--- src/rtl/otsu_pkg.sv ---
// ----------------------------------------------------------------------------
// otsu_pkg
// Shared widths, types, command codes and the controller/datapath structs
// of the Otsu threshold binarizer.
// ----------------------------------------------------------------------------
package otsu_pkg;

    localparam int MAX_PIXELS = 4194304;
    localparam int LEVELS     = 256;
    localparam int LEVEL_W    = $clog2(LEVELS);
    localparam int NUM_CH     = 3;
    localparam int CH_W       = 2;

    // histogram counts and the Otsu arithmetic
    localparam int CNT_W  = $clog2(MAX_PIXELS + 1);
    localparam int SUM_W  = CNT_W + LEVEL_W;
    localparam int AB_W   = SUM_W + CNT_W;
    localparam int P_W    = 2 * CNT_W;
    localparam int DD_W   = 2 * AB_W;
    localparam int MA_W   = DD_W;
    localparam int MB_W   = AB_W;
    localparam int PROD_W = MA_W + MB_W;
    localparam int MCNT_W = $clog2(MB_W + 1);

    // floor(x/3) = (x*2731) >> 13 for every x up to 765
    localparam int GRAY_SUM_W  = 10;
    localparam int GRAY_PROD_W = 22;
    localparam int GRAY_MUL    = 2731;
    localparam int GRAY_SHIFT  = 13;

    typedef logic [LEVEL_W-1:0]     level_t;
    typedef logic [CH_W-1:0]        ch_t;
    typedef logic [CNT_W-1:0]       cnt_t;
    typedef logic [SUM_W-1:0]       sum_t;
    typedef logic [AB_W-1:0]        ab_t;
    typedef logic [P_W-1:0]         p_t;
    typedef logic [DD_W-1:0]        dd_t;
    typedef logic [MA_W-1:0]        ma_t;
    typedef logic [MB_W-1:0]        mb_t;
    typedef logic [PROD_W-1:0]      prod_t;
    typedef logic [MCNT_W-1:0]      mcnt_t;
    typedef logic [GRAY_SUM_W-1:0]  gray_sum_t;
    typedef logic [GRAY_PROD_W-1:0] gray_prod_t;

    localparam level_t LAST_LEVEL = level_t'(LEVELS - 1);
    localparam ch_t    LAST_CH    = ch_t'(NUM_CH - 1);
    localparam logic [7:0] PIX_ON = 8'hFF;

    typedef enum logic [1:0] {
        CMD_CLEAR    = 2'd0,
        CMD_ACCUM    = 2'd1,
        CMD_COMPUTE  = 2'd2,
        CMD_BINARIZE = 2'd3
    } cmd_t;

    typedef enum logic [2:0] {
        SEL_A,
        SEL_B,
        SEL_P,
        SEL_DD,
        SEL_X,
        SEL_Y
    } mul_sel_t;

    typedef struct packed {
        cmd_t       cmd;
        logic [7:0] red;
        logic [7:0] green;
        logic [7:0] blue;
    } item_t;

    typedef struct packed {
        logic [7:0] out_red;
        logic [7:0] out_green;
        logic [7:0] out_blue;
        logic [7:0] threshold_red;
        logic [7:0] threshold_green;
        logic [7:0] threshold_blue;
        logic       pixels_full;
    } result_t;

    typedef struct packed {
        logic     latch_item;
        logic     clr_wr;
        logic     clr_total;
        logic     acc_rd;
        logic     acc_wr;
        logic     scan_init;
        logic     scan_rd;
        logic     sum_acc;
        logic     lvl_acc;
        logic     mul_start;
        logic     mul_latch;
        mul_sel_t mul_sel;
        logic     take_best;
        logic     store_th;
        logic     load_out;
        level_t   addr;
        ch_t      ch;
    } dp_cmd_t;

    typedef struct packed {
        cmd_t item_cmd;
        logic full;
        logic all_ch;
        logic skip;
        logic have;
        logic greater;
        logic out_free;
        logic mul_done;
    } dp_stat_t;

endpackage

--- src/rtl/otsu_ctrl.sv ---
// ----------------------------------------------------------------------------
// otsu_ctrl
// Sequencer: reset sweep, clear sweep, accumulate read-modify-write and the
// two-pass Otsu scan with its multiply steps.
// ----------------------------------------------------------------------------
module otsu_ctrl (
    input  logic               clk,
    input  logic               rst_n,
    input  logic               in_valid,
    output logic               in_stall,
    input  otsu_pkg::dp_stat_t stat,
    output otsu_pkg::dp_cmd_t  cmd
);

    typedef enum logic [4:0] {
        ST_INIT,
        ST_IDLE,
        ST_DISPATCH,
        ST_CLR,
        ST_ACC_RD,
        ST_ACC_WR,
        ST_SCAN_INIT,
        ST_SUM_RD,
        ST_SUM_ACC,
        ST_LVL_RD,
        ST_LVL_ACC,
        ST_LVL_CHK,
        ST_A_GO,
        ST_A_WT,
        ST_B_GO,
        ST_B_WT,
        ST_P_GO,
        ST_P_WT,
        ST_DD_GO,
        ST_DD_WT,
        ST_X_GO,
        ST_X_WT,
        ST_Y_GO,
        ST_Y_WT,
        ST_CMP,
        ST_TAKE,
        ST_NEXT,
        ST_STORE,
        ST_DONE
    } state_t;

    state_t           state_reg, state_next;
    otsu_pkg::level_t t_reg, t_next;
    otsu_pkg::ch_t    ch_reg, ch_next;

    always_comb
    begin
        state_next = state_reg;
        t_next     = t_reg;
        ch_next    = ch_reg;
        cmd        = '0;
        cmd.addr   = t_reg;
        cmd.ch     = ch_reg;
        in_stall   = 1'b1;

        unique case (state_reg)
            ST_INIT:
            begin
                cmd.clr_wr = 1'b1;
                t_next     = otsu_pkg::level_t'(t_reg + 1'b1);
                if (t_reg == otsu_pkg::LAST_LEVEL)
                begin
                    state_next = ST_IDLE;
                end
            end
            ST_IDLE:
            begin
                in_stall = 1'b0;
                if (in_valid)
                begin
                    cmd.latch_item = 1'b1;
                    state_next     = ST_DISPATCH;
                end
            end
            ST_DISPATCH:
            begin
                t_next = '0;
                unique case (stat.item_cmd)
                    otsu_pkg::CMD_CLEAR:
                    begin
                        cmd.clr_total = 1'b1;
                        state_next    = ST_CLR;
                    end
                    otsu_pkg::CMD_ACCUM:
                    begin
                        state_next = stat.full ? ST_DONE : ST_ACC_RD;
                    end
                    otsu_pkg::CMD_COMPUTE:
                    begin
                        ch_next    = '0;
                        state_next = ST_SCAN_INIT;
                    end
                    default:
                    begin
                        state_next = ST_DONE;
                    end
                endcase
            end
            ST_CLR:
            begin
                cmd.clr_wr = 1'b1;
                t_next     = otsu_pkg::level_t'(t_reg + 1'b1);
                if (t_reg == otsu_pkg::LAST_LEVEL)
                begin
                    state_next = ST_DONE;
                end
            end
            ST_ACC_RD:
            begin
                cmd.acc_rd = 1'b1;
                state_next = ST_ACC_WR;
            end
            ST_ACC_WR:
            begin
                cmd.acc_wr = 1'b1;
                state_next = ST_DONE;
            end
            ST_SCAN_INIT:
            begin
                cmd.scan_init = 1'b1;
                t_next        = '0;
                state_next    = ST_SUM_RD;
            end
            ST_SUM_RD:
            begin
                cmd.scan_rd = 1'b1;
                state_next  = ST_SUM_ACC;
            end
            ST_SUM_ACC:
            begin
                cmd.sum_acc = 1'b1;
                t_next      = otsu_pkg::level_t'(t_reg + 1'b1);
                state_next  = (t_reg == otsu_pkg::LAST_LEVEL) ? ST_LVL_RD : ST_SUM_RD;
            end
            ST_LVL_RD:
            begin
                cmd.scan_rd = 1'b1;
                state_next  = ST_LVL_ACC;
            end
            ST_LVL_ACC:
            begin
                cmd.lvl_acc = 1'b1;
                state_next  = ST_LVL_CHK;
            end
            ST_LVL_CHK:
            begin
                state_next = stat.skip ? ST_NEXT : ST_A_GO;
            end
            ST_A_GO:
            begin
                cmd.mul_sel   = otsu_pkg::SEL_A;
                cmd.mul_start = 1'b1;
                state_next    = ST_A_WT;
            end
            ST_A_WT:
            begin
                cmd.mul_sel = otsu_pkg::SEL_A;
                if (stat.mul_done)
                begin
                    cmd.mul_latch = 1'b1;
                    state_next    = ST_B_GO;
                end
            end
            ST_B_GO:
            begin
                cmd.mul_sel   = otsu_pkg::SEL_B;
                cmd.mul_start = 1'b1;
                state_next    = ST_B_WT;
            end
            ST_B_WT:
            begin
                cmd.mul_sel = otsu_pkg::SEL_B;
                if (stat.mul_done)
                begin
                    cmd.mul_latch = 1'b1;
                    state_next    = ST_P_GO;
                end
            end
            ST_P_GO:
            begin
                cmd.mul_sel   = otsu_pkg::SEL_P;
                cmd.mul_start = 1'b1;
                state_next    = ST_P_WT;
            end
            ST_P_WT:
            begin
                cmd.mul_sel = otsu_pkg::SEL_P;
                if (stat.mul_done)
                begin
                    cmd.mul_latch = 1'b1;
                    state_next    = ST_DD_GO;
                end
            end
            ST_DD_GO:
            begin
                cmd.mul_sel   = otsu_pkg::SEL_DD;
                cmd.mul_start = 1'b1;
                state_next    = ST_DD_WT;
            end
            ST_DD_WT:
            begin
                cmd.mul_sel = otsu_pkg::SEL_DD;
                if (stat.mul_done)
                begin
                    cmd.mul_latch = 1'b1;
                    state_next    = stat.have ? ST_X_GO : ST_TAKE;
                end
            end
            ST_X_GO:
            begin
                cmd.mul_sel   = otsu_pkg::SEL_X;
                cmd.mul_start = 1'b1;
                state_next    = ST_X_WT;
            end
            ST_X_WT:
            begin
                cmd.mul_sel = otsu_pkg::SEL_X;
                if (stat.mul_done)
                begin
                    cmd.mul_latch = 1'b1;
                    state_next    = ST_Y_GO;
                end
            end
            ST_Y_GO:
            begin
                cmd.mul_sel   = otsu_pkg::SEL_Y;
                cmd.mul_start = 1'b1;
                state_next    = ST_Y_WT;
            end
            ST_Y_WT:
            begin
                cmd.mul_sel = otsu_pkg::SEL_Y;
                if (stat.mul_done)
                begin
                    cmd.mul_latch = 1'b1;
                    state_next    = ST_CMP;
                end
            end
            ST_CMP:
            begin
                // strictly greater only: ties keep the earlier level
                state_next = stat.greater ? ST_TAKE : ST_NEXT;
            end
            ST_TAKE:
            begin
                cmd.take_best = 1'b1;
                state_next    = ST_NEXT;
            end
            ST_NEXT:
            begin
                if (t_reg == otsu_pkg::LAST_LEVEL)
                begin
                    state_next = ST_STORE;
                end
                else
                begin
                    t_next     = otsu_pkg::level_t'(t_reg + 1'b1);
                    state_next = ST_LVL_RD;
                end
            end
            ST_STORE:
            begin
                cmd.store_th = 1'b1;
                if (stat.all_ch && (ch_reg != otsu_pkg::LAST_CH))
                begin
                    ch_next    = otsu_pkg::ch_t'(ch_reg + 1'b1);
                    state_next = ST_SCAN_INIT;
                end
                else
                begin
                    state_next = ST_DONE;
                end
            end
            ST_DONE:
            begin
                if (stat.out_free)
                begin
                    cmd.load_out = 1'b1;
                    state_next   = ST_IDLE;
                end
            end
            default:
            begin
                state_next = ST_IDLE;
            end
        endcase
    end

    always_ff @(posedge clk or negedge rst_n)
    begin
        if (!rst_n)
        begin
            state_reg <= ST_INIT;
            t_reg     <= '0;
            ch_reg    <= '0;
        end
        else
        begin
            state_reg <= state_next;
            t_reg     <= t_next;
            ch_reg    <= ch_next;
        end
    end

endmodule

--- config.mk ---
export PLATFORM = sky130hd
export DESIGN_NAME = otsu_ctrl
export DESIGN_NICKNAME = d
export VERILOG_FILES = /design/src/rtl/otsu_pkg.sv /design/src/rtl/otsu_ctrl.sv
export SDC_FILE = /design/constraint.sdc
export NUM_CORES = 1
export LEC_CHECK = 0
export BUFFER_PORTS_ARGS = -buffer_cell sky130_fd_sc_hd__clkbuf_2
export CORE_ASPECT_RATIO = 0.8
export CORE_MARGIN = 2
export CORE_UTILIZATION = 27
export CTS_CLUSTER_DIAMETER = 40
export CTS_CLUSTER_SIZE = 14
export DETAILED_ROUTE_END_ITERATION = 10
export GPL_TIMING_DRIVEN = 1
export PLACE_DENSITY = 0.44
export SKIP_CTS_REPAIR_TIMING = 1
export SYNTH_ARGS = -nofsm -noshare
export SYNTH_HDL_FRONTEND = slang
export SYNTH_SLANG_ARGS = --single-unit
--- constraint.sdc ---
create_clock -name clk -period 4.5 [get_ports clk]
set_input_delay 0.675 -clock clk [delete_from_list [all_inputs] [get_ports clk]]
set_output_delay 0.675 -clock clk [all_outputs]
set_load 0.02 [all_outputs]
==> summary.txt, run 1 <==
Critical path
  – CP Max Fanout: 27
  – CP arrival: 2.13 ns
  – Critical path's largest stage delay: 0.87 ns
  – CP Class: flop to primary output
  – CP Capture Point: cmd[16]
  – CP Buf/Inv Count: 1
  – Critical path capture point type: primary output
  – Reg2reg start: state_reg[2]
  – WP depth: 4
  – Worst R2R Setup Slack: 2.04 ns
  – CP required: 3.83 ns
  – FF-to-FF path depth: 5
  – Worst r2r dst: state_reg[0]
  – CP max stage cell: dfrtp_1
  – Crit. Startpoint: state_reg[2]
  – Startpoint Class: flop
  – Cell Chain, Critical Path: nand2_1 -> mux2i_1 -> and3_1 -> clkbuf_2
  – Kind of cell adding the most delay to the critical path: flip-flops

Route
  – DR vias: 1413
  – Initial drt markers: 82
  – Detailed-route vias per instance: 5.21
  – Pre-antenna DRT Iters: 4
  – Routed len/inst: 14.5 um
  – # DRC: 0
  – DRT antenna net count: 0
  – Total wire length: 3920 um

Die
  – IO Pins: 40
  – # rows: 23
  – Die area: 5860 um2
  – Starting Density: 28.2%
  – Die Y: 68.9 um
  – Core Region: 5040 um2
  – Die Span X: 85.1 um

STA
  – Final worst path period need: 2.81 ns
  – Final Hold Vio Count: 0
  – Final clock skew: 0.00133 ns
  – Max Transition Viols Final: 0
  – Final WS setup: 1.69 ns
  – Setup TNS: 0 ns
  – RSZ-0062 raised after global routing: no
  – Fmax: 356 MHz
  – Setup violators final: 0
  – Worst slew margin relative to its limit: 44.4%
  – Worst Tran Pin Value: 0.834 ns
  – Period utilisation layout: 62.4%

Hold path
  – Hold Path Class: input pin to asynchronous set/reset pin

Layout
  – Layout area overhead: 18.8%
  – Final cell utilization of the core: 33.5%
  – Most frequent cells in the layout: 39 x clkbuf_2, 17 x nor2_1, 15 x dfrtp_1, 14 x nand2_1, 10 x inv_1
  – Final net count: 224
  – Inserted Diodes: 0
  – Post-Layout Cell Count: 271
  – Fillers: 552
  – Max reg flops: 8
  – Share of layout cells above drive strength 1: 25.8%
  – Most common cell after layout, fill and taps aside: clkbuf_2

Run status
  – Status: completed

Run
  – # Max-Cap Violations: 0

Synthesis
  – Post-synth ARST share: 100%
  – Synth Instances: 177
  – Sequential-to-total area share from yosys stat: 26.4%
  – Syn nets: 191
  – Ys flop type: dfrtp_1
  – Post-synth EDFFs: 0
  – Synth Register Bits: 15
  – Avg Inst Size Synth: 8.03 um2
  – Yosys Warn Count: 0
  – Synth cell types: 57
  – Netlist Area Pre-Place: 1420 um2

Place
  – Port buffer count: 39
  – Detail Placement HPWL: 2870 um
  – GP Congestion: 0.760
  – Placed cells: 267
  – Placement Setup Slack: 1.98 ns

CTS
  – H-Tree Depth: 1
  – Max Buffers Root-to-Sink: 2
  – Clk Latency, worst-skew pair: 0.24 ns
  – TritonCTS clock tree: built
  – TritonCTS Buffers: 3
  – Root buffer cell: clkbuf_8
  – Clock sink count: 15
  – CTS clk-pin slew, worst paths: 0.06 ns

Global routing
  – Grt ovf: 0
  – Pin count of the biggest net entering global routing: 28
  – GRT Total Usage: 13.4%
  – Initial antenna violation count: 0
  – First-pass GRT wire length: 6180 um
  – Vias in the first global route: 1197

Power and ir drop
  – Power density cells: 151 nW/um2
  – Switching pwr: 52.9 uW
  – Internal power: 202 uW
  – Seq pwr share: 53.0%
  – Leakage: 0.000749 uW
  – Combinational share of power: 4.8%
  – Net Sw Frac: 20.8%
  – Peak supply drop: 0.000118 V
  – Clk pwr share: 42.2%
-- power groups by stage --
stage	combinational (uW)	sequential (uW)	clock (uW)
final	12.3	135	107
after CTS	12.4	135	115
after detailed placement	12.4	137	0
after global routing	14.0	135	119
after global placement	12.4	137	0
after floorplan	2.36	137	0
-- logic make-up (layout without fill, tap and decap cells) --
kind of cell               after synthesis  in the layout  share of synthesized area [%]
muxes                                    8              8                           6.78
buffers and inverters                   23             55                           6.95
DFF                                     15             15                           26.4
AOI/OAI and AO/OA                       42             42                           23.9
xor gates and xnor gates                 7              7                           4.31
and+or+nand+nor                         80             80                           29.9
adders and majority gates                2              2                           1.76
-- worst reg2reg max path: stages (launching register included) --
cell	delay [ns]
dfrtp_1	0.68
or2_4	0.42
or4_4	0.55
o221ai_4	0.23
a31oi_4	0.10
mux2_4	0.38
-- how the worst min path moves through the flow --
stage | end | slack [ns] | cells past startpoint
final | t_reg[0] | 0.35 | 1
after global routing | ch_reg[1] | 0.38 | 1
after CTS | t_reg[0] | 0.36 | 1
after detailed placement | ch_reg[0] | 0.54 | 1
after global placement | ch_reg[0] | 0.55 | 1
after floorplan | ch_reg[0] | 0.38 | 0
-- stage by stage --
step / hold slack, ns / power, uW / cell area [um2]
after floorplan: 0.379 / 140 / 1420
after detailed placement: 0.544 / 150 / 1640
after global placement: 0.551 / 150 / 1640
final: 0.355 / 255 / 1690
after global routing: 0.378 / 268 / 1690
after CTS: 0.356 / 262 / 1690
-- synth_stat cells, types with 2 or more instances --
cell type | count | area, um2
a31oi_1 | 2 | 12.5
mux2_4 | 3 | 45.0
nand2_1 | 14 | 52.6
a211oi_1 | 2 | 15.0
nand3_1 | 8 | 40.0
mux2i_1 | 4 | 40.0
buf_1 | 2 | 7.51
o21ai_0 | 8 | 40.0
and3_1 | 3 | 18.8
or3_1 | 3 | 18.8
nand4_1 | 3 | 18.8
nor2b_1 | 6 | 37.5
o211ai_1 | 3 | 22.5
a21oi_1 | 5 | 25.0
clkbuf_1 | 5 | 18.8
nand2b_1 | 7 | 43.8
ha_1 | 2 | 25.0
dfrtp_1 | 15 | 375
inv_1 | 10 | 37.5
and2_1 | 2 | 12.5
o311ai_0 | 2 | 17.5
buf_2 | 4 | 20.0
nor4_1 | 2 | 12.5
xnor2_1 | 6 | 52.6
nor2_1 | 17 | 63.8
nor3_1 | 8 | 40.0
-- metal layers --
metal  part of all wire, %  vias to the layer above  global-route usage, %  routed length (um)
met2                    42                       42                   19.2                1660
met5                     0                        -                      0                   0
met1                    53                      653                   21.0                2100
met4                  0.25                        0                   1.79                  10
li1                      -                      716                      -                   -
met3                   4.1                        2                   2.50                 159
-- final cells by class --
type                    instances  area, um2  area share [%]
clock buffers                   4       45.0            2.67
inverters                      11       41.3            2.44
repair buffers                 40        203            12.0
well taps                      62       77.6            4.59
flip-flops and latches         15        375            22.2
multi-input cells             139        947            56.1
Power figures use the tool's default switching activity.
==> run 2: changes to the inputs <==
--- a/config.mk
+++ b/config.mk
@@ -5,6 +5,7 @@
 export SDC_FILE = /design/constraint.sdc
 export NUM_CORES = 1
 export LEC_CHECK = 0
+export ABC_AREA = 1
 export BUFFER_PORTS_ARGS = -buffer_cell sky130_fd_sc_hd__clkbuf_2
 export CORE_ASPECT_RATIO = 0.8
 export CORE_MARGIN = 2
@@ -13,7 +14,7 @@
 export CTS_CLUSTER_SIZE = 14
 export DETAILED_ROUTE_END_ITERATION = 10
 export GPL_TIMING_DRIVEN = 1
-export PLACE_DENSITY = 0.44
+export PLACE_DENSITY = 0.43
 export SKIP_CTS_REPAIR_TIMING = 1
 export SYNTH_ARGS = -nofsm -noshare
 export SYNTH_HDL_FRONTEND = slang
==> constraint.sdc (replaced) <==
create_clock -name clk -period 2.87 [get_ports clk]
set_input_delay 0.4305 -clock clk [delete_from_list [all_inputs] [get_ports clk]]
set_output_delay 0.4305 -clock clk [all_outputs]
set_load 0.02 [all_outputs]
==> summary.txt, run 2 <==
Run status
  – Status: completed

STA
  – Final Hold Vio Count: 0 (unchanged)
  – Max Transition Viols Final: 0 (unchanged)
  – Final worst path period need: 2.49 ns
  – Period utilisation layout: 86.6%
  – Fmax: 402 MHz
  – Final clock skew: 0.000642 ns (-0.000689 ns)
  – Final WS setup: 0.385 ns (-1.31 ns)
  – Setup violators final: 0 (unchanged)
  – RSZ-0062 raised after global routing: no
  – Worst slew margin relative to its limit: 67.4% (+23 points)
  – Worst Tran Pin Value: 0.489 ns (-0.346 ns)
  – Setup TNS: 0 ns (unchanged)
  – Worst hold slack: 0.0966 ns (-0.258 ns)

Global routing
  – First-pass GRT wire length: 7580 um (+23%)
  – Met3 usage: 2.42% (-0.081 points)
  – Vias in the first global route: 1497 (+25%)
  – GR Layer Usage met1: 25.4% (+4.4 points)
  – Pin count of the biggest net entering global routing: 16 (-43%)
  – GR peak layer: met1
  – Initial antenna violation count: 0 (unchanged)
  – Met2 Track Usage GR: 21.5% (+2.2 points)
  – Grt ovf: 0 (unchanged)
  – GRT Total Usage: 15.3% (+1.9 points)

CTS
  – Max Buffers Root-to-Sink: 2 (unchanged)
  – H-Tree Depth: 1 (unchanged)
  – Clock sink count: 15 (unchanged)
  – CTS clk-pin slew, worst paths: 0.07 ns (about the same)
  – TritonCTS clock tree: built
  – TritonCTS Buffers: 3 (unchanged)
  – Clk Latency, worst-skew pair: 0.25 ns (about the same)
  – Root buffer cell: clkbuf_8

Critical path
  – Reg2reg start: state_reg[4]
  – Critical path capture point type: primary output
  – Critical path's largest stage delay: 0.56 ns (-0.31 ns)
  – CP Class: flop to primary output
  – CP max stage cell: dfrtp_1
  – Startpoint Class: flop
  – Worst R2R Setup Slack: 0.87 ns (-1.17 ns)
  – Worst r2r dst: state_reg[0]
  – Crit. Startpoint: state_reg[4]
  – CP arrival: 2.05 ns (-0.08 ns)
  – CP required: 2.44 ns (-1.39 ns)
  – FF-to-FF path depth: 9 (+4)
  – Cell Chain, Critical Path: inv_1 -> nand3_1 -> nor2_1 -> nand3_1 -> inv_1 -> clkbuf_2
  – CP Max Fanout: 12 (-56%)

Route
  – # DRC: 0 (unchanged)
  – Initial drt markers: 151 (+84%)
  – Routed len/inst: 12.7 um (-12%)
  – Pre-antenna DRT Iters: 4 (unchanged)
  – Total wire length: 4650 um (+19%)
  – Detailed-route vias per instance: 4.45 (-15%)
  – DRT antenna net count: 0 (unchanged)
  – DR vias: 1634 (+16%)

Place
  – Placement Cell Area: 1780 um2 (+8.1%)
  – Placement Setup Slack: 0.723 ns (-1.25 ns)
  – Detail Placement HPWL: 3850 um (+34%)
  – Port buffer count: 39 (unchanged)
  – GP Congestion: 0.953 (+25%)

Die
  – # rows: 24 (+4.3%)
  – IO Pins: 40 (unchanged)
  – Die Span X: 88.7 um (+4.2%)
  – Starting Density: 28.2% (-0.036 points)
  – Core Region: 5500 um2 (+9.1%)
  – Die Y: 71.7 um (+4.1%)
  – Die area: 6360 um2 (+8.5%)

Synthesis
  – Syn nets: 266 (+39%)
  – Avg Inst Size Synth: 6.15 um2 (-23%)
  – Sequential-to-total area share from yosys stat: 24.2% (-2.2 points)
  – Netlist Area Pre-Place: 1550 um2 (+9.0%)
  – Most frequent cell after synthesis: nand2_1
  – Post-synth top cells: 73 x nand2_1, 39 x nor2_1, 26 x inv_1, 23 x nand3_1, 15 x dfrtp_1
  – Post-synth ARST share: 100% (unchanged)
  – Synth Register Bits: 15 (unchanged)
  – Synth top area cells: dfrtp_1 24%, nand2_1 18%, nor2_1 9.5%, nand3_1 7.4%, inv_1 6.3%
  – Yosys top cell area share: 24.2% (-2.2 points)
  – Synth cell types: 26 (-54%)
  – Ys flop type: dfrtp_1
  – Dominant cell type by area after synthesis: dfrtp_1
  – Post-synth EDFFs: 0 (unchanged)
  – Synth Instances: 252 (+42%)
  – Yosys Warn Count: 0 (unchanged)

Power and ir drop
  – Clk pwr share: 9.3% (-33 points)
  – Internal power: 760 uW (+280%)
  – Switching pwr: 1120 uW (+2000%)
  – Seq pwr share: 23.7% (-29 points)
  – Net Sw Frac: 59.5% (+39 points)
  – Leakage: 0.00105 uW (+40%)
  – Peak supply drop: 0.000251 V (+110%)
  – Combinational share of power: 66.9% (+62 points)
  – Power density cells: 1030 nW/um2 (+580%)

Hold path
  – Hold Path Class: input pin to asynchronous set/reset pin

Layout
  – Max reg flops: 8 (unchanged)
  – Fillers: 636 (+15%)
  – Most common cell after layout, fill and taps aside: nand2_1
  – Final instance area: 1820 um2 (+8.0%)
  – Final net count: 304 (+36%)
  – Layout area overhead: 17.8%
  – Share of layout cells above drive strength 1: 26.6% (+0.81 points)
  – Inserted Diodes: 0 (unchanged)
  – Most frequent cells in the layout: 73 x nand2_1, 39 x nor2_1, 39 x clkbuf_2, 26 x inv_1, 23 x nand3_1

Run
  – # Max-Cap Violations: 0 (unchanged)
-- run 2: cell count changes after synthesis, sizes merged, moves of 4 or more --
cell,before,now
nand2,14,82
clkbuf,5,0
mux2,4,0
nor2b,6,0
o21ai,9,16
nand3,8,28
mux2i,4,0
nand2b,7,0
inv,11,35
xnor2,6,1
nor2,17,48
-- run 2: routing by layer --
metal / vias up / share of wire [%]
li1: 864 / -
met2: 48 / 40
met3: 2 / 5.8
met1: 720 / 54
met4: 0 / 0.34
met5: - / 0
-- run 2: power by group through the flow --
| stage | logic (uW) | clock network, uW | registers (uW) |
|---|---|---|---|
| after detailed placement | 1270 | 0 | 444 |
| after floorplan | 1050 | 0 | 367 |
| final | 1260 | 175 | 445 |
| after global placement | 1290 | 0 | 448 |
| after CTS | 1270 | 182 | 443 |
| after global routing | 1430 | 193 | 460 |
-- run 2: cells by family (layout without fill, tap and decap cells) --
family / count (synthesis) / count (layout) / synth area share (%)
AOI/OAI and AO/OA: 20 / 20 / 7.03
xor gates and xnor gates: 5 / 5 / 2.83
adders and majority gates: 2 / 2 / 1.62
buffers and inverters: 41 / 78 / 12.9
DFF: 15 / 15 / 24.2
and+or+nand+nor: 169 / 169 / 51.4
-- run 2: through the flow --
| step | util (%) | instances | power, uW |
|---|---|---|---|
| finish | 33.2 | 367 | 1880 |
| global route | 33.2 | 367 | 2080 |
| CTS | 33.2 | 367 | 1890 |
| detailed placement | 32.4 | 363 | 1710 |
| global placement | 32.4 | 363 | 1740 |
| floorplan | - | 252 | 1410 |
-- run 2: worst max-delay path: cells and delay by family, from the launching register on --
family	cells	cell delay (ns)
simple gates	3	0.62
flops	1	0.56
buf+inv	3	0.62
-- run 2: worst max-delay path by stage --
stage / endpoint / slack [ns] / cells past startpoint
2_1_floorplan: cmd[10] / 1.04 / 4
3_3_place_gp: cmd[24] / 0.81 / 6
3_5_place_dp: cmd[24] / 0.72 / 6
4_1_cts: cmd[24] / 0.44 / 6
5_1_grt: cmd[24] / 0.26 / 6
6_report: cmd[24] / 0.38 / 6
-- run 2: cell type report --
type / count / area, um2 / share of cell area, %
Timing Repair Buffer: 39 / 195 / 10.7
Clock inverter: 1 / 5.00 / 0.274
Tap cell: 78 / 97.6 / 5.35
Multi-Input combinational cell: 196 / 973 / 53.4
Inverter: 35 / 136 / 7.48
Sequential cell: 15 / 375 / 20.6
Clock buffer: 3 / 41.3 / 2.26
==> run 3: changes to the inputs <==
--- a/config.mk
+++ b/config.mk
@@ -9,12 +9,12 @@
 export BUFFER_PORTS_ARGS = -buffer_cell sky130_fd_sc_hd__clkbuf_2
 export CORE_ASPECT_RATIO = 0.8
 export CORE_MARGIN = 2
-export CORE_UTILIZATION = 27
+export CORE_UTILIZATION = 50
 export CTS_CLUSTER_DIAMETER = 40
 export CTS_CLUSTER_SIZE = 14
 export DETAILED_ROUTE_END_ITERATION = 10
 export GPL_TIMING_DRIVEN = 1
-export PLACE_DENSITY = 0.43
+export PLACE_DENSITY = 0.73
 export SKIP_CTS_REPAIR_TIMING = 1
 export SYNTH_ARGS = -nofsm -noshare
 export SYNTH_HDL_FRONTEND = slang
==> summary.txt, run 3 (synthesis results as in run 2) <==
CTS
  – Max Buffers Root-to-Sink: 2 (unchanged)
  – Clk Latency, worst-skew pair: 0.25 ns (about the same)
  – CTS clk-pin slew, worst paths: 0.06 ns (about the same)
  – TritonCTS clock tree: built
  – TritonCTS Buffers: 3 (unchanged)
  – H-Tree Depth: 1 (unchanged)
  – Root buffer cell: clkbuf_8
  – Clock sink count: 15 (unchanged)

Die
  – Die Y: 53.8 um (-25%)
  – IO Pins: 40 (unchanged)
  – # rows: 18 (-25%)
  – Starting Density: 51.3% (+23 points)
  – Die area: 3560 um2 (-44%)
  – Die Span X: 66.2 um (-25%)
  – Core Region: 3020 um2 (-45%)

STA
  – Final clock skew: 0.00514 ns (+0.00449 ns)
  – RSZ-0062 raised after global routing: no
  – Final Hold Vio Count: 0 (unchanged)
  – Fmax: 428 MHz (+6.3%)
  – Setup violators final: 0 (unchanged)
  – Final worst path period need: 2.34 ns (-0.146 ns)
  – Period utilisation layout: 81.5% (-5.1 points)
  – Worst Tran Pin Value: 0.467 ns (-0.0220 ns)
  – Worst slew margin relative to its limit: 68.9% (+1.5 points)
  – Worst hold slack: 0.0932 ns (-0.00344 ns)
  – Final WS setup: 0.531 ns (+0.146 ns)
  – Max Transition Viols Final: 0 (unchanged)
  – Setup TNS: 0 ns (unchanged)

Route
  – DR vias: 1693 (+3.6%)
  – Detailed-route vias per instance: 5.15 (+16%)
  – DRT antenna net count: 0 (unchanged)
  – Total wire length: 4160 um (-10%)
  – Initial drt markers: 150 (-0.66%)
  – # DRC: 0 (unchanged)
  – Pre-antenna DRT Iters: 8 (+4)
  – Routed len/inst: 12.7 um (-0.14%)

Critical path
  – CP Max Fanout: 12 (unchanged)
  – Critical path capture point type: primary output
  – CP arrival: 1.91 ns (-0.14 ns)
  – CP Class: flop to primary output
  – CP required: 2.44 ns (about the same)
  – Startpoint Class: flop

Place
  – Port buffer count: 39 (unchanged)
  – Detail Placement HPWL: 3420 um (-11%)
  – Placement Setup Slack: 0.801 ns (+0.0785 ns)
  – GP Congestion: 0.940 (-1.4%)

Global routing
  – Vias in the first global route: 1436 (-4.1%)
  – Grt ovf: 0 (unchanged)
  – First-pass GRT wire length: 6690 um (-12%)
  – Initial antenna violation count: 0 (unchanged)
  – Pin count of the biggest net entering global routing: 16 (unchanged)
  – GRT Total Usage: 24.6% (+9.2 points)

Layout
  – Final net count: 304 (unchanged)
  – Most common cell after layout, fill and taps aside: nand2_1
  – Final cell utilization of the core: 58.8% (+26 points)
  – Max reg flops: 8 (unchanged)
  – Most frequent cells in the layout: 73 x nand2_1, 39 x nor2_1, 39 x clkbuf_2, 26 x inv_1, 23 x nand3_1
  – Layout area overhead: 14.6%
  – Fillers: 319 (-50%)
  – Inserted Diodes: 0 (unchanged)
  – Share of layout cells above drive strength 1: 26.3% (-0.35 points)

Hold path
  – Hold Path Class: input pin to asynchronous set/reset pin

Power and ir drop
  – Leakage: 0.00104 uW (-0.26%)
  – Power density cells: 1050 nW/um2 (+2.6%)
  – Peak supply drop: 0.000473 V (+88%)

Run
  – # Max-Cap Violations: 0 (unchanged)

Run status
  – Status: completed
[run 3: routing by layer]
| layer | vias to the layer above | wire length (um) | global-route usage (%) |
|---|---|---|---|
| met4 | 0 | 17 | 3.40 |
| met1 | 719 | 2010 | 36.0 |
| met5 | - | 0 | 0 |
| met3 | 4 | 421 | 5.65 |
| li1 | 869 | - | - |
| met2 | 101 | 1710 | 37.7 |
[run 3: worst max-delay path, cell delays in order, from the launching register on]
cell      delay, ns
dfrtp_1        0.54
inv_1          0.37
nand3_1        0.22
nor2_1         0.21
nand3_1        0.11
inv_1          0.06
clkbuf_2       0.16
[run 3: stage by stage]
step / area [um2] / power (uW) / instances
after CTS: 1780 / 1860 / 329
after floorplan: 1550 / 1410 / 252
final: 1780 / 1870 / 329
after global placement: 1730 / 1700 / 325
after global routing: 1780 / 2040 / 329
after detailed placement: 1730 / 1680 / 325
[run 3: layout make-up]
cell class	instances	area (um2)	share of cell area [%]
Multi-Input combinational cell	196	973	54.8
Clock buffer	4	45.0	2.54
Timing Repair Buffer	39	195	11.0
Sequential cell	15	375	21.1
Tap cell	40	50.0	2.82
Inverter	35	136	7.68
[run 3: worst paths after layout]
check                        startpoint      endpoint  slack, ns  cells past startpoint
hold reg to reg                t_reg[1]      t_reg[1]       0.53                      2
max in group asynchronous         rst_n     ch_reg[0]       2.49                      1
setup reg to reg           state_reg[4]  state_reg[0]       0.99                      8
min in group clk               t_reg[1]      t_reg[1]       0.53                      2
setup / recovery           state_reg[4]       cmd[24]       0.53                      6
hold / removal                    rst_n      t_reg[4]       0.09                      1
[run 3: power by group]
| part | internal, uW | switching (uW) |
|---|---|---|
| clock network | 98.3 | 74.5 |
| registers | 283 | 158 |
| logic | 381 | 879 |
| total | 762 | 1110 |
